<file path="src/hw/rtl/cvg_pkg.sv">
package cvg_pkg;

  localparam int CoordW     = 16;
  localparam int RadiusW    = 17;
  localparam int TrigW      = 16;
  localparam int NumW       = 6;
  localparam int TableSize  = 36;
  localparam int SineShift  = 27;
  localparam int TrigFrac   = 14;
  localparam int RoundBias  = 8192;
  localparam int SumW       = 34;
  localparam int RootSteps  = SumW / 2;

  typedef logic signed [CoordW-1:0] coord_t;
  typedef logic        [RadiusW-1:0] radius_t;
  typedef logic signed [TrigW-1:0]  trig_t;
  typedef logic        [NumW-1:0]   vnum_t;

  typedef struct packed {
    coord_t  cx;
    coord_t  cy;
    radius_t radius;
  } job_t;

  typedef enum logic [2:0] {
    FRONT_IDLE,
    FRONT_SQUARE,
    FRONT_SUM,
    FRONT_ROOT,
    FRONT_PUSH
  } front_state_e;

  function automatic trig_t cos_q14(input logic [5:0] idx);
    trig_t v;
    case (idx)
      6'd0:    v = 16'sd16384;
      6'd1:    v = 16'sd16135;
      6'd2:    v = 16'sd15396;
      6'd3:    v = 16'sd14189;
      6'd4:    v = 16'sd12551;
      6'd5:    v = 16'sd10531;
      6'd6:    v = 16'sd8192;
      6'd7:    v = 16'sd5604;
      6'd8:    v = 16'sd2845;
      6'd9:    v = 16'sd0;
      6'd10:   v = -16'sd2845;
      6'd11:   v = -16'sd5604;
      6'd12:   v = -16'sd8192;
      6'd13:   v = -16'sd10531;
      6'd14:   v = -16'sd12551;
      6'd15:   v = -16'sd14189;
      6'd16:   v = -16'sd15396;
      6'd17:   v = -16'sd16135;
      6'd18:   v = -16'sd16384;
      6'd19:   v = -16'sd16135;
      6'd20:   v = -16'sd15396;
      6'd21:   v = -16'sd14189;
      6'd22:   v = -16'sd12551;
      6'd23:   v = -16'sd10531;
      6'd24:   v = -16'sd8192;
      6'd25:   v = -16'sd5604;
      6'd26:   v = -16'sd2845;
      6'd27:   v = 16'sd0;
      6'd28:   v = 16'sd2845;
      6'd29:   v = 16'sd5604;
      6'd30:   v = 16'sd8192;
      6'd31:   v = 16'sd10531;
      6'd32:   v = 16'sd12551;
      6'd33:   v = 16'sd14189;
      6'd34:   v = 16'sd15396;
      6'd35:   v = 16'sd16135;
      default: v = 16'sd0;
    endcase
    return v;
  endfunction

  function automatic coord_t sat_coord(input logic signed [20:0] v);
    coord_t r;
    if (v > 21'sd32767) begin
      r = 16'sh7fff;
    end else if (v < -21'sd32768) begin
      r = 16'sh8000;
    end else begin
      r = v[15:0];
    end
    return r;
  endfunction

endpackage

</file>
<file path="src/hw/rtl/cvg_front.sv">
module cvg_front (
  input  logic              clk_i,
  input  logic              rst_ni,
  input  logic              in_valid_i,
  output logic              in_ready_o,
  input  cvg_pkg::coord_t   center_x_i,
  input  cvg_pkg::coord_t   center_y_i,
  input  cvg_pkg::coord_t   edge_x_i,
  input  cvg_pkg::coord_t   edge_y_i,
  output logic              job_valid_o,
  input  logic              job_ready_i,
  output cvg_pkg::job_t     job_o
);
  import cvg_pkg::*;

  logic         hold_valid_q, hold_valid_d;
  coord_t       hcx_q, hcy_q, hex_q, hey_q;
  front_state_e state_q, state_d;
  logic         take;
  logic         push;

  coord_t              cx_q, cy_q;
  logic signed [16:0]  dx_q, dy_q;
  logic signed [SumW-1:0] sqx_full, sqy_full;
  logic [SumW-1:0]     sqx_q, sqy_q;
  logic [SumW-1:0]     n_q;
  logic [RadiusW:0]    rem_q;
  radius_t             root_q;
  logic [4:0]          step_q;

  logic [RadiusW+2:0]  rem_shift;
  logic [RadiusW+2:0]  trial;
  logic                fits;

  assign in_ready_o = !hold_valid_q;

  always_comb begin
    hold_valid_d = hold_valid_q;
    if (in_valid_i && in_ready_o) begin
      hold_valid_d = 1'b1;
    end else if (take) begin
      hold_valid_d = 1'b0;
    end
  end

  always_comb begin
    state_d = state_q;
    case (state_q)
      FRONT_IDLE: begin
        if (hold_valid_q) begin
          state_d = FRONT_SQUARE;
        end
      end
      FRONT_SQUARE: state_d = FRONT_SUM;
      FRONT_SUM:    state_d = FRONT_ROOT;
      FRONT_ROOT: begin
        if (step_q == 5'(RootSteps - 1)) begin
          state_d = FRONT_PUSH;
        end
      end
      FRONT_PUSH: begin
        if (job_ready_i) begin
          state_d = FRONT_IDLE;
        end
      end
      default: state_d = FRONT_IDLE;
    endcase
  end

  always_comb begin
    take        = 1'b0;
    job_valid_o = 1'b0;
    case (state_q)
      FRONT_IDLE: take        = hold_valid_q;
      FRONT_PUSH: job_valid_o = 1'b1;
      default: begin
        take        = 1'b0;
        job_valid_o = 1'b0;
      end
    endcase
  end

  assign push = job_valid_o && job_ready_i;

  assign sqx_full = dx_q * dx_q;
  assign sqy_full = dy_q * dy_q;

  assign rem_shift = {rem_q, n_q[SumW-1 -: 2]};
  assign trial     = {1'b0, root_q, 2'b01};
  assign fits      = rem_shift >= trial;

  always_ff @(posedge clk_i or negedge rst_ni) begin
    if (!rst_ni) begin
      hold_valid_q <= 1'b0;
      state_q      <= FRONT_IDLE;
    end else begin
      hold_valid_q <= hold_valid_d;
      state_q      <= state_d;
    end
  end

  always_ff @(posedge clk_i) begin
    if (in_valid_i && in_ready_o) begin
      hcx_q <= center_x_i;
      hcy_q <= center_y_i;
      hex_q <= edge_x_i;
      hey_q <= edge_y_i;
    end
    case (state_q)
      FRONT_IDLE: begin
        cx_q <= hcx_q;
        cy_q <= hcy_q;
        dx_q <= 17'(hex_q) - 17'(hcx_q);
        dy_q <= 17'(hey_q) - 17'(hcy_q);
      end
      FRONT_SQUARE: begin
        sqx_q <= unsigned'(sqx_full);
        sqy_q <= unsigned'(sqy_full);
      end
      FRONT_SUM: begin
        n_q    <= sqx_q + sqy_q;
        rem_q  <= '0;
        root_q <= '0;
        step_q <= '0;
      end
      FRONT_ROOT: begin
        n_q    <= {n_q[SumW-3:0], 2'b00};
        step_q <= step_q + 5'd1;
        if (fits) begin
          rem_q  <= (RadiusW+1)'(rem_shift - trial);
          root_q <= {root_q[RadiusW-2:0], 1'b1};
        end else begin
          rem_q  <= rem_shift[RadiusW:0];
          root_q <= {root_q[RadiusW-2:0], 1'b0};
        end
      end
      default: begin
      end
    endcase
  end

  assign job_o.cx     = cx_q;
  assign job_o.cy     = cy_q;
  assign job_o.radius = root_q;

  sva_take_one_hot: assert property (@(posedge clk_i) disable iff (!rst_ni)
    !(take && (in_valid_i && in_ready_o)))
    else $error("input holding register loaded and drained in one cycle");
  sva_push_after_root: assert property (@(posedge clk_i) disable iff (!rst_ni)
    $rose(job_valid_o) |-> $past(state_q) == FRONT_ROOT)
    else $error("job offered without a finished root");
  sva_push_holds: assert property (@(posedge clk_i) disable iff (!rst_ni)
    job_valid_o && !job_ready_i |=> job_valid_o && $stable(root_q))
    else $error("radius changed while the job waited");

endmodule

</file>
<file path="config.mk">
export PLATFORM = sky130hd
export DESIGN_NAME = cvg_front
export DESIGN_NICKNAME = d
export VERILOG_FILES = /design/src/hw/rtl/cvg_pkg.sv /design/src/hw/rtl/cvg_front.sv
export SDC_FILE = /design/constraint.sdc
export NUM_CORES = 2
export LEC_CHECK = 0
export BUFFER_PORTS_ARGS = -buffer_cell sky130_fd_sc_hd__buf_2
export CAP_MARGIN = 40
export CORE_MARGIN = 2
export CORE_UTILIZATION = 59
export CTS_BUF_LIST = sky130_fd_sc_hd__clkbuf_8 sky130_fd_sc_hd__clkbuf_16
export CTS_CLUSTER_SIZE = 14
export DETAILED_ROUTE_END_ITERATION = 10
export GPL_ROUTABILITY_DRIVEN = 0
export PLACE_DENSITY = 0.9
export REMOVE_ABC_BUFFERS = 1
export SYNTH_ARGS = -nofsm -noshare
export SYNTH_HDL_FRONTEND = slang
export SYNTH_SLANG_ARGS = --single-unit
</file>
<file path="constraint.sdc">
create_clock -name clk_i -period 6.8 [get_ports clk_i]
set_clock_uncertainty 0.2 [all_clocks]
set_input_delay 0 -clock clk_i [delete_from_list [all_inputs] [get_ports clk_i]]
set_output_delay 0 -clock clk_i [all_outputs]
set_load 0.02 [all_outputs]
</file>
==> results.toml <==
[worst_hold_path]
hold_path.class = "primary input to async pin"

[finish]
multiInputGateArea_mm2 = 0.0212
drive_above_1_share = 0.110
nFillCells = 3353
seqCellArea_mm2 = 0.00821
nets = 4257
final_core_util = 0.689
syn_to_final_growth_pct = 15.4

[floorplan]
io-pin-count = 119
die_width_um = 237
initial_core_util = 0.597
die_y_um = 237
coreArea_mm2 = 0.0538
die-area_mm2 = 0.0563
num_rows = 85

[critical_path]
reg2reg_to = "sqx_q[33]"
reg2reg_slack_ps = -120
cp_max_fo = 5
reg2reg_depth = 24
cp.arrival_ps = 7100
critPathLaunchType = "flip-flop"
criticalPathCategory = "flip-flop to flip-flop"
path_delay_family = "adder cells"
worstPathRequired_ps = 6980
crit_path_end_kind = "flip-flop"
slowest_delay_ps = 550
rr_startpoint = "dx_q[16]"
crit_chain = "buf_4, nand2_1, inv_1, fa_1, inv_1, fa_1, inv_1, fa_1, inv_1, fa_1, fa_1, fa_1, inv_1, ha_1, buf_4, nand4_1, nor2_4, o2111ai_2, nand4b_1, nand2_1, o2111ai_2, a31oi_1, o21bai_1, xnor2_1"
cp_common_cell = "fa_1"
cp_slowest_cell = "fa_1"
crit_buf_inv = 7

[global_route]
grt_max_degree = 77
grt_pass1_wl_mm = 139
first_global_vias = 27000
grt_antenna_before_repair = 5
grtUsageTotal = 0.318
grt_overflow = 0

[route]
top_layer = "met5"
viasPerCell = 6.03
wl_met3_mm = 8.73
wl_per_cell_um = 22.4
first_iter_violations = 2630
ant_nets = 0
dr.pass1.iters = 6
wl_met2_mm = 45.3
dr_total_vias = 24800
wirelength_mm = 92.0
route.detailed.drc = 0
m1WireLength_mm = 29.5

[timing]
worst_slack_ps = -123
finalHoldViolations = 0
finalHoldWorstSlack_ps = 81.4
period_share = 1.02
grt_setup_unrepaired = "yes"
max_slew_margin = 0.366
layout_min_cycle_time_ps = 6920
finalMaxSlewViolations = 0
tns_ps = -124
max_freq_ghz = 0.144
max_slew.worst_pin.slew_ps = 951
setup_viol = 2

[yosys]
async_reset_ff_frac = 0.0146
seq_area_frac_synth = 0.256
synth_area_leaders = "fa_1 (34%), edfxtp_1 (25%), ha_1 (10%)"
synthCells = 3040
yosys.area.top_type = "fa_1"
ys.flop_type = "edfxtp_1"
syn_area_per_cell_um2 = 10.6
synth-seq-cells = 274
synth_enable_flop_cells = 270
yosys_warnings = 0
syn-cell-area_mm2 = 0.0321
yosysTopAreaCellShare = 0.337
ys_types = 74

[clock_tree]
path_clk_slew_ps = 80
insertion_delay_ps = 650
cts_made_buffers = 31
cts_tree = "done"
htreeDepth = 1
root_buffer = "clkbuf_16"
clk_path_buf_depth = 3
cts_num_sinks = 274

[run_status]
status = "finished, violations left"
violations = "setup timing"

[placement]
portBuffers = 118
dp_hpwl_mm = 58.4
dp_slack_ps = -118

[job]
drv_cap = 0
[layout by cell type (no fill, tap or decap), drive strengths merged, types with 19 or more instances in the layout]
cell	count
a21oi	111
and2	127
xor2	46
xnor2	105
fa	540
buf	246
ha	259
inv	754
nor3	24
dlygate4sd3	132
nand2	205
and3	20
nor2b	32
nand2b	19
o21ai	65
a21o	30
nand3	27
edfxtp	270
nor2	161
clkbuf	33
o21a	22
[worst max path at each step]
stage,from,endpoint,slack [ps],depth (start not counted)
3_3_place_gp,dy_q[4],sqy_q[33],180,22
4_1_cts,dy_q[9],sqy_q[33],10,23
2_1_floorplan,state_q[2],n_q[0],-400,3
3_5_place_dp,dx_q[9],sqx_q[30],-120,22
6_report,dx_q[16],sqx_q[33],-120,24
5_1_grt,dx_q[9],sqx_q[33],-170,25
[stage by stage]
step,instance area (um^2),cells
after floorplan,31900,2979
after global placement,34000,3872
after detailed placement,34000,3873
after CTS,36500,4075
after global routing,37100,4110
final,37100,4112
[cell families (layout without fill, tap and decap cells)]
kind of cell,Yosys count,count (layout),share of synthesized area
multiplexers,7,7,0.00222
AND/OR/NAND/NOR,661,661,0.0993
adder cells (fa/ha/maj),799,799,0.438
other,0,3,0
flip-flops,274,274,0.256
AO/OA/AOI/OAI,340,340,0.0695
buffers and inverters,808,1181,0.0947
XOR/XNOR,151,151,0.0412
[registers in the layout, indices dropped and copies added (netlist names)]
register,flops
hex_q,16
root_q,17
hcy_q,16
dx_q,17
rem_q,18
dy_q,17
cx_q,16
hey_q,16
sqx_q,33
sqy_q,33
hcx_q,16
step_q,5
hold_valid_q,1
cy_q,16
state_q,3
n_q,34
[layer usage]
metal	vias up	GRT usage
met1	12000	0.351
li1	10200	-
met2	1840	0.548
met5	-	0
met4	6	0.223
met3	693	0.0690
[synth_stat cells (12+ instances only)]
master,n
nor3_1,24
nor2_1,161
a21oi_1,110
a31oi_1,14
a21o_1,30
nand2_1,205
nand2b_1,19
and2_1,126
xor2_1,46
nand3_1,27
edfxtp_1,270
nor2b_1,30
inv_1,746
and3_1,20
fa_1,540
xnor2_1,105
clkbuf_1,56
ha_1,259
o21a_1,22
o21ai_0,59
nand4_1,16
o31ai_1,12
a211oi_1,12
[worst min-delay path: stages]
cell	delay (ps)
dlygate4sd3_1	530
buf_2	110
dlygate4sd3_1	670
[area by class of cell]
cell class                      instances  share of cell area
Antenna cell                            3            0.000203
Clock buffer                           33              0.0217
Clock inverter                         23             0.00611
Inverter                              747              0.0757
Multi-Input combinational cell       1958               0.571
Sequential cell                       274               0.222
Tap cell                              696              0.0235
Timing Repair Buffer                  378              0.0800
[timing repair]
action	4_1_cts	5_1_grt
endpoints found under the hold margin	82	0
resized for setup	2	64
endpoints found under the setup margin	4	17
buffers inserted	14	35
hold buffers	132	0
pin swaps	0	34
Power is left out: the tool's default activity adds up to more than one toggle a clock period on the data nets, which glitch-free logic cannot reach.
