<file path="config.mk">
export PLATFORM = sky130hd
export DESIGN_NAME = cvg_queue
export DESIGN_NICKNAME = d
export VERILOG_FILES = /design/src/hw/rtl/cvg_pkg.sv /design/src/hw/rtl/cvg_queue.sv
export SDC_FILE = /design/constraint.sdc
export NUM_CORES = 1
export LEC_CHECK = 0
export BUFFER_PORTS_ARGS = -buffer_cell sky130_fd_sc_hd__buf_2
export CAP_MARGIN = 40
export CORE_UTILIZATION = 47
export DETAILED_ROUTE_END_ITERATION = 16
export PLACE_DENSITY = 0.85
export SLEW_MARGIN = 20
export SYNTH_ARGS = -nofsm -noshare
export SYNTH_HDL_FRONTEND = slang
export SYNTH_SLANG_ARGS = --single-unit
</file>
<file path="constraint.sdc">
create_clock -name clk_i -period 3.2 [get_ports clk_i]
set_clock_uncertainty 0.1 [all_clocks]
set_input_delay 0 -clock clk_i [delete_from_list [all_inputs] [get_ports clk_i]]
set_output_delay 0 -clock clk_i [all_outputs]
set_load 0.05 [all_outputs]
</file>
<file path="src/hw/rtl/cvg_pkg.sv">
package cvg_pkg;

  localparam int CoordW     = 16;
  localparam int RadiusW    = 17;
  localparam int TrigW      = 16;
  localparam int NumW       = 6;
  localparam int TableSize  = 36;
  localparam int SineShift  = 27;
  localparam int TrigFrac   = 14;
  localparam int RoundBias  = 8192;
  localparam int SumW       = 34;
  localparam int RootSteps  = SumW / 2;

  typedef logic signed [CoordW-1:0] coord_t;
  typedef logic        [RadiusW-1:0] radius_t;
  typedef logic signed [TrigW-1:0]  trig_t;
  typedef logic        [NumW-1:0]   vnum_t;

  typedef struct packed {
    coord_t  cx;
    coord_t  cy;
    radius_t radius;
  } job_t;

  typedef enum logic [2:0] {
    FRONT_IDLE,
    FRONT_SQUARE,
    FRONT_SUM,
    FRONT_ROOT,
    FRONT_PUSH
  } front_state_e;

  function automatic trig_t cos_q14(input logic [5:0] idx);
    trig_t v;
    case (idx)
      6'd0:    v = 16'sd16384;
      6'd1:    v = 16'sd16135;
      6'd2:    v = 16'sd15396;
      6'd3:    v = 16'sd14189;
      6'd4:    v = 16'sd12551;
      6'd5:    v = 16'sd10531;
      6'd6:    v = 16'sd8192;
      6'd7:    v = 16'sd5604;
      6'd8:    v = 16'sd2845;
      6'd9:    v = 16'sd0;
      6'd10:   v = -16'sd2845;
      6'd11:   v = -16'sd5604;
      6'd12:   v = -16'sd8192;
      6'd13:   v = -16'sd10531;
      6'd14:   v = -16'sd12551;
      6'd15:   v = -16'sd14189;
      6'd16:   v = -16'sd15396;
      6'd17:   v = -16'sd16135;
      6'd18:   v = -16'sd16384;
      6'd19:   v = -16'sd16135;
      6'd20:   v = -16'sd15396;
      6'd21:   v = -16'sd14189;
      6'd22:   v = -16'sd12551;
      6'd23:   v = -16'sd10531;
      6'd24:   v = -16'sd8192;
      6'd25:   v = -16'sd5604;
      6'd26:   v = -16'sd2845;
      6'd27:   v = 16'sd0;
      6'd28:   v = 16'sd2845;
      6'd29:   v = 16'sd5604;
      6'd30:   v = 16'sd8192;
      6'd31:   v = 16'sd10531;
      6'd32:   v = 16'sd12551;
      6'd33:   v = 16'sd14189;
      6'd34:   v = 16'sd15396;
      6'd35:   v = 16'sd16135;
      default: v = 16'sd0;
    endcase
    return v;
  endfunction

  function automatic coord_t sat_coord(input logic signed [20:0] v);
    coord_t r;
    if (v > 21'sd32767) begin
      r = 16'sh7fff;
    end else if (v < -21'sd32768) begin
      r = 16'sh8000;
    end else begin
      r = v[15:0];
    end
    return r;
  endfunction

endpackage

</file>
<file path="src/hw/rtl/cvg_queue.sv">
module cvg_queue (
  input  logic           clk_i,
  input  logic           rst_ni,
  input  logic           push_valid_i,
  output logic           push_ready_o,
  input  cvg_pkg::job_t  push_job_i,
  output logic           pop_valid_o,
  input  logic           pop_ready_i,
  output cvg_pkg::job_t  pop_job_o
);
  import cvg_pkg::*;

  job_t       mem_q [2];
  logic       wr_ptr_q, rd_ptr_q;
  logic [1:0] count_q;
  logic       do_push, do_pop;

  assign push_ready_o = count_q != 2'd2;
  assign pop_valid_o  = count_q != 2'd0;
  assign pop_job_o    = mem_q[rd_ptr_q];
  assign do_push      = push_valid_i && push_ready_o;
  assign do_pop       = pop_valid_o && pop_ready_i;

  always_ff @(posedge clk_i) begin
    if (do_push) begin
      mem_q[wr_ptr_q] <= push_job_i;
    end
  end

  always_ff @(posedge clk_i or negedge rst_ni) begin
    if (!rst_ni) begin
      wr_ptr_q <= 1'b0;
      rd_ptr_q <= 1'b0;
      count_q  <= 2'd0;
    end else begin
      if (do_push) begin
        wr_ptr_q <= !wr_ptr_q;
      end
      if (do_pop) begin
        rd_ptr_q <= !rd_ptr_q;
      end
      if (do_push && !do_pop) begin
        count_q <= count_q + 2'd1;
      end else if (do_pop && !do_push) begin
        count_q <= count_q - 2'd1;
      end
    end
  end

  sva_count_range: assert property (@(posedge clk_i) disable iff (!rst_ni)
    count_q != 2'd3)
    else $error("queue count out of range");
  sva_ptr_match: assert property (@(posedge clk_i) disable iff (!rst_ni)
    (count_q == 2'd0 || count_q == 2'd2) |-> wr_ptr_q == rd_ptr_q)
    else $error("queue pointers disagree with count");
  sva_ptr_odd: assert property (@(posedge clk_i) disable iff (!rst_ni)
    count_q == 2'd1 |-> wr_ptr_q != rd_ptr_q)
    else $error("queue pointers disagree with count");

endmodule

</file>
==> summary by stage, run 1 <==
GRT
The number of antenna violations at the first check in global routing came to 0. The busiest metal layer after global routing is met2. The global router's overall resource usage is approximately 16%. The met2 global-route usage is slightly below 30%.

The number of global-route vias before repair came to between 2,000 and 2,500. Entering global routing, the biggest net connects 32 pins. Global routing consumed, on the met3 layer, roughly 4.9% of the routing resources.

Summed over all layers, the global routing overflow is 0. The first-pass GRT wire length is 10,400 um. The global-route track usage on met1 is a little under a fifth.

Route
The remaining design rule violation count is 0. The via total after detailed routing is approximately 2,100. After detailed routing, the total wire length is between 6000 and 7000 um.

The detail route stage leaves a number of antenna-violating nets equal to 0. The initial detailed-routing violation count is 76. The first detailed-routing pass took 4 iterations.

The via density per instance is 4.70. The routed length per placed instance is roughly 15 um.

STA
The sum of negative setup slack is 0 ns. Setup repair after global routing left no endpoint under its margin. The shortest clock period the worst path allows after layout is approximately 2.0 ns.

The highest attainable clock frequency is between 400 and 500 MHz. The count of final hold-check violations is 0. The number of setup violations in the final report is 0. The final-report max-slew violation count came to 0. Setup slack on the critical path of the routed design comes to 1.19 ns. The normalized max-slew margin is a little under three fifths. The worst path uses 62.8% of the clock period.

The worst-margin pin slew is roughly 0.64 ns.

Placement
The detailed placer's ending HPWL is between 4000 and 5000 um. The count of buffers added on input and output ports is ~100. The placer's final routability congestion estimate is 0.603. The post-placement setup slack is 1.20 ns.

Synth
Counting flops and latches in the post-synthesis netlist gives ~100. The dominant cell type by area after synthesis is edfxtp_1. The count of mapped cells out of synthesis is approximately 170.

Ranked by total cell area, the synthesized netlist is headed by edfxtp_1 (74%), mux2_4 (18%), buf_12 (2.5%). After synthesis the cells add up to ~4000 um^2. During synthesis, Yosys emitted a total of 0 warnings. For this run, the register share of the synthesized area comes to approximately 76%. After synthesis, the netlist uses 14 different library cells.

The net count after synthesis is between 200 and 250. Of the post-synthesis cell area, the dominant cell type holds about three quarters. The average size of a mapped cell is ~23 um^2.

Worst setup path
STA classifies the critical path endpoint as an output port. The largest fanout of any net on the critical path is 31. The worst register-to-register path has a setup slack of 1.20 ns.

By startpoint and endpoint, the worst setup path is classified as register to output port. The arrival time of data at the critical path endpoint is 1.91 ns. The category of the worst setup path launch point is a register. The required time of the critical path is 3.10 ns.

Floorplan
The total I/O pin count is approximately 100. The die footprint is ~8800 um^2. The initial core utilization is between 40% and 50%. The die is ~94 um tall. The die outline width is roughly 94 um.

In this run the core area contains 33 standard-cell rows. The core box area is roughly 8200 um^2.

Layout
For this run, the share of the core covered by cells in the final layout is roughly 64%. The count of fill cells added during filler insertion is approximately 580. The antenna diode count is 0. Relative to the synthesized area, the layout overhead comes to 32.5%. The share of final-layout standard cells stronger than drive strength 1 is about half.

In the final design database the tool counted just under 400 nets.

Clock tree
Counting the buffers created by CTS gives 9. After clock tree synthesis, the clock-pin slew on the worst setup and hold paths is around 0.09 ns. Post-CTS timing repair inserted 0 buffers for setup. The clock drives 102 sinks. The clock insertion delay at the later pin of the skew report is 0.34 ns. The clock passes through at most 2 buffers. The buffer type at the clock tree root is clkbuf_8. The number of H-tree branching levels is 3. TritonCTS built the clock tree.

Pwr
Total power for the finished layout comes to ~5100 uW. The largest voltage drop on the vdd net is ~0.64 mV. The total leakage power is about 0.0021 uW.

The total power per unit cell area is approximately 960 nW/um^2.

Job
The tool flagged a number of max-cap violations equal to 0.

Worst hold path
The kind of path behind the tightest hold check is input pin to register.

Run status
The run finished with clean final reports.
## report_power, final
| part | switching (uW) | internal (uW) |
|---|---|---|
| logic | 1560 | 812 |
| registers | 162 | 1830 |
| clock network | 412 | 284 |
| total | 2130 | 2930 |
## per-layer routing
| layer | part of all wire [%] | up-vias |
|---|---|---|
| met1 | 40 | 1019 |
| met2 | 54 | 72 |
| met5 | 0 | - |
| met3 | 4.2 | 14 |
| li1 | - | 996 |
| met4 | 1.7 | 0 |
## area by class of cell
class	count	area (um^2)	share of cell area, %
Clock buffer	11	131	2.49
Timing Repair Buffer	161	1100	20.8
Tap cell	105	131	2.49
Multi-Input combinational cell	62	835	15.8
Clock inverter	5	36.3	0.687
Inverter	1	3.75	0.0711
Sequential cell	102	3050	57.7
## state kept, by name, summed over array words and instances (netlist names)
register  flops
rd_ptr_q      1
count_q       2
mem_q        98
wr_ptr_q      1
## cell usage in the layout, fill, tap and decap left out
| cell type | instances |
|---|---|
| buf_2 | 103 |
| edfxtp_1 | 98 |
| dlygate4sd3_1 | 53 |
| mux2_4 | 49 |
| clkbuf_8 | 9 |
| buf_4 | 4 |
| xnor2_1 | 3 |
| dfrtp_1 | 3 |
| nand2_1 | 2 |
| xor2_1 | 2 |
| clkinv_4 | 2 |
| clkbuf_1 | 2 |
| clkinvlp_4 | 2 |
| nand2b_1 | 1 |
| inv_1 | 1 |
| or2_1 | 1 |
| and3_2 | 1 |
| nor2_4 | 1 |
| nor2_1 | 1 |
| ha_1 | 1 |
| clkinv_1 | 1 |
| buf_12 | 1 |
| dfrtp_4 | 1 |
## cells by family after synthesis
group / share of synthesized area (%)
DFF: 76.4
buffers and inverters: 2.89
xor gates and xnor gates: 1.10
muxes: 18.5
adders and majority gates: 0.314
and+or+nand+nor: 0.848
## synth_stat cells, drive strengths merged
cell	n
inv	1
edfxtp	98
nand2b	1
dfrtp	4
nor2	2
or2	1
xor2	2
ha	1
mux2	49
xnor2	3
buf	6
nand2	2
and3	1
## path summary, 6_finish.rpt
kind | startpoint | end | cells past startpoint
worst max-delay path | rd_ptr_q | pop_job_o[44] | 3
worst min-delay path | push_job_i[28] | mem_q[1][28] | 2
worst max register to register | count_q[0] | mem_q[1][1] | 3
worst min register to register | count_q[1] | count_q[1] | 1
max in group asynchronous | rst_ni | rd_ptr_q | 3
min in group asynchronous | rst_ni | count_q[0] | 3
## worst max-delay path, cell delays in order, from the launching register on
cell     delay, ns
dfrtp_4       0.69
buf_12        0.30
mux2_4        0.33
buf_2         0.21
## timing repair
action,in CTS,in global routing
hold buffers,53,0
endpoints found under the hold margin,104,0
resized for setup,0,0
## through the flow
| step | instances | instance area (um^2) | hold WS (ns) |
|---|---|---|---|
| floorplan | 171 | 3990 | -0.396 |
| global placement | 377 | 4560 | -0.292 |
| detailed placement | 378 | 4580 | -0.286 |
| CTS | 447 | 5280 | 0.249 |
| global route | 447 | 5280 | 0.252 |
| finish | 447 | 5280 | 0.269 |
(Power assumes the default switching activity.)
==> run 2: changes to the inputs <==
--- a/config.mk
+++ b/config.mk
@@ -7,9 +7,9 @@
 export LEC_CHECK = 0
 export BUFFER_PORTS_ARGS = -buffer_cell sky130_fd_sc_hd__buf_2
 export CAP_MARGIN = 40
-export CORE_UTILIZATION = 47
+export CORE_UTILIZATION = 52
 export DETAILED_ROUTE_END_ITERATION = 16
-export PLACE_DENSITY = 0.85
+export PLACE_DENSITY = 0.89
 export SLEW_MARGIN = 20
 export SYNTH_ARGS = -nofsm -noshare
 export SYNTH_HDL_FRONTEND = slang
==> constraint.sdc (replaced) <==
create_clock -name clk_i -period 1.9 [get_ports clk_i]
set_clock_uncertainty 0.1 [all_clocks]
set_input_delay 0 -clock clk_i [delete_from_list [all_inputs] [get_ports clk_i]]
set_output_delay 0 -clock clk_i [all_outputs]
set_load 0.05 [all_outputs]
==> run 2 against run 1 <==
  * Global-route usage rose by 0.72 points
  * Power is 70% higher
  * Worst setup slack got worse by 1.1 ns
  * Critical endpoint is now pop_job_o[34]
  * Highest routed layer unchanged
  * Wire length is 3.5% lower
  * Largest power group unchanged
  * Non-clock buffer count stayed put
  * Sequential cell count did not move
  * Hold slack got worse by 0.0053 ns
  * Final area rose by 0.62%
  * Combinational power is 76% higher
  * Critical path depth did not move
==> summary by stage, run 2 (synthesis gave the netlist of run 1 again) <==
Placement
The placer's final routability congestion estimate is 0.642 (+6.4%). The detailed placer's ending HPWL was 4030 um (-1.4%). The count of input and output buffers is 103 (unchanged).

The total instance count after detailed placement is 372 (-1.6%). The total placed instance area is 4610 um^2 (+0.71%).

Worst setup path
The worst flop-to-flop path startpoint is count_q[0]. On the critical path, the stage with the largest delay is an instance of dfrtp_4. The worst setup path is launched from a register. The largest fanout of any net on the critical path is 21 (-32%). The number of cells on the worst reg-to-reg path is 6 (+3). The delay contributed by the slowest stage of the critical path is 0.43 ns (-0.26 ns). The destination of the worst register-to-register timing path is count_q[1].

The worst reg-to-reg setup slack is 0.34 ns (-0.86 ns). The worst setup path is of the register to output port kind. Traced cell by cell, the critical path runs through buf_4 -> mux2_4 -> buf_2. The arrival time of data at the critical path endpoint was 1.71 ns (-0.20 ns). STA classifies the critical path endpoint as an output port. The required time of the critical path is 1.80 ns (-1.30 ns).

Route
The number of antenna-violating nets in the routed design is 0 (unchanged). The routed length per placed instance came to 14.8 um (-2.2%). The total wire length is 6540 um (-3.5%).

The initial detailed-routing violation count is 91 (+20%). The detailed-routing iteration count for the pre-antenna-repair pass is 4 (unchanged). The via density per instance is 4.74 (+0.88%). The via total after detailed routing is 2,091 (-0.48%). The remaining design rule violation count was 0 (unchanged).

Worst hold path
The worst hold path endpoint is mem_q[0][31]. In this run the worst hold path is classified as input pin to register. The cell count of the worst hold path is 2 (unchanged). The startpoint of the worst hold path is push_job_i[31].

Layout
The number of nets in the final layout came to 391 (unchanged). The commonest non-fill, non-tap cell in the layout is buf_2. The final instance area was 5310 um^2 (+0.62%). The area added between synthesis and finish is 33.4%. The largest registers in the layout are mem_q x98, count_q x2. The antenna diode count came to 0 (unchanged). The number of flip-flops under the largest register name is 98 (unchanged).

The share of final-layout standard cells stronger than drive strength 1 is 51.5% (+0.88 points). Counting flops per register, the top entry is mem_q. The top cell types in the final layout, fill and taps aside, are buf_2 (103), edfxtp_1 (98), dlygate4sd3_1 (53), mux2_4 (49), clkbuf_8 (9). The number of standard cells in the final layout excluding fillers came to 441 (-1.3%).

STA
The normalized max-slew margin came to 73.8% (+17 points). The highest attainable clock frequency is between 500 and 600 MHz. Subtracting the final worst setup slack from the clock period gives ~1.8 ns. The number of setup violations in the final report was 0 (unchanged). The worst-margin pin slew is 0.393 ns (-0.251 ns). The final-report max-slew violation count is 0 (unchanged). The count of final hold-check violations is 0 (unchanged). The sum of negative setup slack is 0 ns (unchanged). The period utilization is ~95%. Setup repair after global routing left no endpoint under its margin.

Clock tree
TritonCTS built the clock tree. The clock net sink count came to 102 (unchanged). The TritonCTS buffer count is 9 (unchanged). The clock insertion delay at the later pin of the skew report is 0.35 ns (about the same). In this run the clock root is driven by a clkbuf_8. The clock slew at the register clock pins of the worst setup and hold paths is 0.09 ns (about the same). The number of H-tree branching levels is 3 (unchanged). The buffer count from post-CTS setup fixing came to 0 (unchanged). The number of buffers on the longest clock path came to 2 (unchanged).

Floorplan
The die outline width came to 89.5 um (-4.8%). The floorplan row count is 31 (-6.1%). The initial core utilization is 54.3% (+5.9 points). The die extent in y is 89.5 um (-4.8%). The die footprint is 8020 um^2 (-9.4%).

The total I/O pin count was 104 (unchanged). The core box area was 7330 um^2 (-11%).

GRT
The overall overflow remaining after global route came to 0 (unchanged). The first-pass GRT wire length was 9600 um (-7.5%). The global router's overall resource usage is 16.9% (+0.72 points). The number of global-route vias before repair is 2,135 (-3.6%). The number of antenna violations at the first check in global routing is 0 (unchanged).

The largest net degree at the start of global routing is 50 (+56%).

Pwr
The largest voltage drop on the vdd net is 1.14 mV (+80%). The total power per unit cell area is 1610 nW/um^2 (+68%). The total leakage power came to 0.00215 uW (+0.62%).

Job
The count of maximum capacitance violations is 0 (unchanged).

Run status
The flow ran to the end, and the final reports show no timing, DRC or antenna violations.
==> run 2: changes by cell type in the layout (fill, tap and decap cells not counted), sizes merged <==
cell      change
clkinv        -1
clkinvlp      +1
==> run 2: critical path, delay by kind of cell (launching register included) <==
family / cells / cell delay [ns]
mux: 1 / 0.34
flops: 1 / 0.43
buf+inv: 2 / 0.59
==> run 2: routing by layer <==
layer	track usage (%)	wire length (um)	vias up
met3	4.43	271	11
met2	29.8	3550	58
li1	-	-	993
met5	0	0	-
met4	9.67	124	0
met1	18.5	2600	1029
==> run 2: worst max path at each step <==
stage                     from             to  slack, ns  cells past startpoint
global placement    count_q[0]     count_q[1]       0.43                      6
global route          rd_ptr_q  pop_job_o[19]       0.03                      3
finish                rd_ptr_q  pop_job_o[34]       0.09                      3
CTS                   rd_ptr_q  pop_job_o[36]       0.07                      3
detailed placement  count_q[0]    mem_q[0][3]       0.35                      4
floorplan           count_q[0]    mem_q[0][0]      -0.08                      3
==> run 2: timing repair <==
action | 4_1_cts | 5_1_grt
hold buffers | 53 | 0
endpoints found under the hold margin | 105 | 0
resized for setup | 0 | 0
==> run 2: where the power goes <==
group / internal (uW) / total, uW / switching (uW)
clock: 477 / 1170 / 691
combinational: 1430 / 4160 / 2740
sequential: 3080 / 3250 / 165
total: 4980 / 8580 / 3590
==> run 2: stage by stage <==
| step | power, uW | setup WS (ns) | utilization [%] | hold WS [ns] |
|---|---|---|---|---|
| 2_1_floorplan | 6800 | -0.0796 | - | -0.396 |
| 4_1_cts | 8650 | 0.0707 | 72.5 | 0.242 |
| 6_report | 8580 | 0.0935 | 72.5 | 0.264 |
| 3_5_place_dp | 7410 | 0.354 | 62.9 | -0.287 |
| 3_3_place_gp | 7340 | 0.426 | 62.9 | -0.292 |
| 5_1_grt | 8940 | 0.0277 | 72.5 | 0.251 |
==> run 2: cell type report <==
class                      instances  area (um^2)
inverter                           1         3.75
clock inverter                     5         36.3
timing repair buffer             161         1120
multi-input combinational         62          850
sequential                       102         3050
clock buffer                      11          131
tap                               99          124
fill                             448         2020
==> run 3: changes to the inputs <==
--- a/config.mk
+++ b/config.mk
@@ -7,10 +7,9 @@
 export LEC_CHECK = 0
 export BUFFER_PORTS_ARGS = -buffer_cell sky130_fd_sc_hd__buf_2
 export CAP_MARGIN = 40
-export CORE_UTILIZATION = 52
+export CORE_UTILIZATION = 56
 export DETAILED_ROUTE_END_ITERATION = 16
-export PLACE_DENSITY = 0.89
-export SLEW_MARGIN = 20
+export PLACE_DENSITY = 0.94
 export SYNTH_ARGS = -nofsm -noshare
 export SYNTH_HDL_FRONTEND = slang
 export SYNTH_SLANG_ARGS = --single-unit
==> constraint.sdc (replaced) <==
create_clock -name clk_i -period 2.3 [get_ports clk_i]
set_clock_uncertainty 0.1 [all_clocks]
set_input_delay 0 -clock clk_i [delete_from_list [all_inputs] [get_ports clk_i]]
set_output_delay 0 -clock clk_i [all_outputs]
set_load 0.05 [all_outputs]
==> run 3 against run 2 <==
  * Sequential cell count did not move
  * Critical path depth did not move
  * Die area fell by 7.0%
  * Register-to-register slack improved by 0.23 ns
  * Hold slack improved by 0.0033 ns
  * Worst setup slack improved by 0.31 ns
  * Sequential power fell by 18%
  * Highest routed layer unchanged
  * Wire length rose by 6.5%
  * Clock power fell by 9%
  * Sequential share of layout area rose by 0.22 points
  * Final area fell by 0.38%
  * Core utilization rose by 5.0 points
==> summary by stage, run 3 (synthesis gave the netlist of run 1 again) <==
Worst hold path
The worst hold path belongs to the class input pin to register. The worst hold path endpoint is mem_q[1][17]. The startpoint of the worst hold path is push_job_i[17]. The cell count of the worst hold path is 2 (unchanged).

Clock tree
The number of buffers on the longest clock path is 2 (unchanged). The TritonCTS buffer count is 9 (unchanged). The clock net sink count is 102 (unchanged). The buffer type at the clock tree root is clkbuf_8. The clock insertion delay at the later pin of the skew report is 0.34 ns (about the same). TritonCTS built the clock tree. The buffer count from post-CTS setup fixing is 0 (unchanged). The clock slew at the register clock pins of the worst setup and hold paths is 0.09 ns (about the same). The number of H-tree branching levels is 3 (unchanged).

STA
Dividing the final minimum period by the clock period gives between 80% and 90%. The final-layout worst hold slack was 0.267 ns (+0.00330 ns). The normalized max-slew margin was 63.8% (-10 points).

The final-report max-slew violation count came to 0 (unchanged). The number of setup violations in the final report is 0 (unchanged). The smallest clock period supported by the final layout is computed as 1.90 ns. The highest attainable clock frequency is about 530 MHz. The sum of negative setup slack is 0 ns (unchanged). The count of final hold-check violations was 0 (unchanged). The worst-margin pin slew is 0.543 ns (+0.150 ns). Setup repair after global routing left no endpoint under its margin.

Layout
Compared with the post-synthesis result, the final layout area differs by 32.9%. The share of final-layout standard cells stronger than drive strength 1 is 51.5% (unchanged). The share of the core filled with cells came to 77.5% (+5.0 points).

The number of flip-flops under the largest register name is 98 (unchanged). In the layout the commonest cells are buf_2 (103), edfxtp_1 (98), dlygate4sd3_1 (53), mux2_4 (49), clkbuf_8 (9). The largest registers in the layout are mem_q x98, count_q x2.

The number of nets in the final layout is 391 (unchanged). The count of fill cells added during filler insertion was 406 (-9.4%). The number of standard cells in the final layout excluding fillers came to 438 (-0.68%). Leaving out fill and tap cells, the most frequent cell in the layout is buf_2. The register with the most flip-flops is mem_q. The antenna diode count is 0 (unchanged).

Pwr
The design internal power is 4180 uW (-16%). The switching part of the total was 41.4% (-0.46 points). The clock network power share is 15.1% (+1.5 points). The total leakage power is 0.00216 uW (+0.21%). The part of the power in combinational logic was 47.4% (-1.1 points). The overall power after layout is 7140 uW (-17%). The switching power total came to 2960 uW (-18%). The power share of the sequential group is 37.5% (-0.3 points). The total power per unit cell area came to 1350 nW/um^2 (-16%). The largest voltage drop on the vdd net is 1.02 mV (-11%).

Route
The total wire length came to 6960 um (+6.5%). The via total after detailed routing is 2,061 (-1.4%). The remaining design rule violation count came to 0 (unchanged). The routed length per placed instance is 15.9 um (+7.2%). The initial detailed-routing violation count is 169 (+86%). The number of antenna-violating nets in the routed design is 0 (unchanged). The via density per instance is 4.71 (-0.76%). The detailed-routing iteration count for the pre-antenna-repair pass is 4 (unchanged).

Placement
The placer's final routability congestion estimate is 0.658 (+2.6%). The detailed placer's ending HPWL is 4130 um (+2.5%). The total instance count after detailed placement is 369 (-0.81%). The count of input and output buffers is 103 (unchanged).

Worst setup path
The worst reg-to-reg setup slack was 0.57 ns (+0.23 ns). The capturing element type of the critical path is an output port. Tracing the worst setup path back leads to its startpoint at rd_ptr_q. The number of cells on the worst reg-to-reg path is 7 (+1). The destination of the worst register-to-register timing path is count_q[1]. The worst flop-to-flop path startpoint is count_q[0]. The worst setup path is of the register to output port kind. The category of the worst setup path launch point is a register. The largest fanout of any net on the critical path came to 30 (+43%). The arrival time of data at the critical path endpoint came to 1.80 ns (+0.09 ns). The required time of the critical path is 2.20 ns (+0.40 ns).

GRT
The overall overflow remaining after global route is 0 (unchanged). The global router's overall resource usage is 19.5% (+2.6 points). The number of antenna violations at the first check in global routing is 0 (unchanged). The number of global-route vias before repair is 2,166 (+1.5%).

The first-pass GRT wire length is 10,400 um (+8.8%). The largest net degree at the start of global routing is 50 (unchanged).

Floorplan
The die extent in y is 86.3 um (-3.6%). The die outline width was 86.3 um (-3.6%). The core box area is 6830 um^2 (-6.8%). The die footprint is 7460 um^2 (-7.0%).

The total I/O pin count came to 104 (unchanged). The initial core utilization is 58.3% (+4.0 points). The floorplan row count came to 30 (-3.2%).

Job
The count of maximum capacitance violations is 0 (unchanged).

Run status
The run finished with clean final reports.
[run 3: power groups by stage]
stage	logic, uW	clock network [uW]	registers (uW)
2_1_floorplan	2920	0	2680
3_3_place_gp	3280	0	2680
3_5_place_dp	3320	0	2730
4_1_cts	3400	1100	2680
5_1_grt	3540	1170	2720
6_report	3380	1070	2680
[run 3: timing repair]
action / 4_1_cts / 5_1_grt
hold buffers: 53 / 0
endpoints found under the hold margin: 104 / 0
resized for setup: 0 / 0
[run 3: worst max path at each step]
stage | to | slack, ns | cells after the start
after floorplan | mem_q[0][0] | 0.14 | 3
after global placement | count_q[1] | 0.74 | 7
after detailed placement | count_q[1] | 0.63 | 6
after CTS | pop_job_o[38] | 0.38 | 3
after global routing | pop_job_o[38] | 0.31 | 3
final | pop_job_o[38] | 0.40 | 3
[run 3: layout make-up]
cell class                      count  area [um^2]  share of cell area [%]
Multi-Input combinational cell     62          837                    15.8
Sequential cell                   102         3050                    57.6
Inverter                            1         3.75                  0.0709
Clock buffer                       10          128                    2.41
Clock inverter                      6         61.3                    1.16
Tap cell                           96          120                    2.27
Timing Repair Buffer              161         1100                    20.7
[run 3: per-stage QoR]
| step | cell area (um^2) | setup slack [ns] |
|---|---|---|
| after CTS | 5290 | 0.378 |
| after global placement | 4570 | 0.742 |
| after floorplan | 4000 | 0.141 |
| final | 5290 | 0.403 |
| after detailed placement | 4570 | 0.635 |
| after global routing | 5290 | 0.314 |
[run 3: routing by layer]
layer  vias to the layer above  wire length, um  GRT usage (%)  part of all wire, %
li1                       1001                -              -                    -
met1                       983             2750           22.2                   40
met2                        69             3800           35.3                   55
met3                         8              328           4.38                  4.7
met4                         0               84           8.79                  1.2
met5                         -                0              0                    0
[run 3: worst max-delay path: stages (launching register included)]
cell and delay [ns]:
dfrtp_4 0.41, buf_4 0.45, mux2_4 0.36, buf_2 0.21
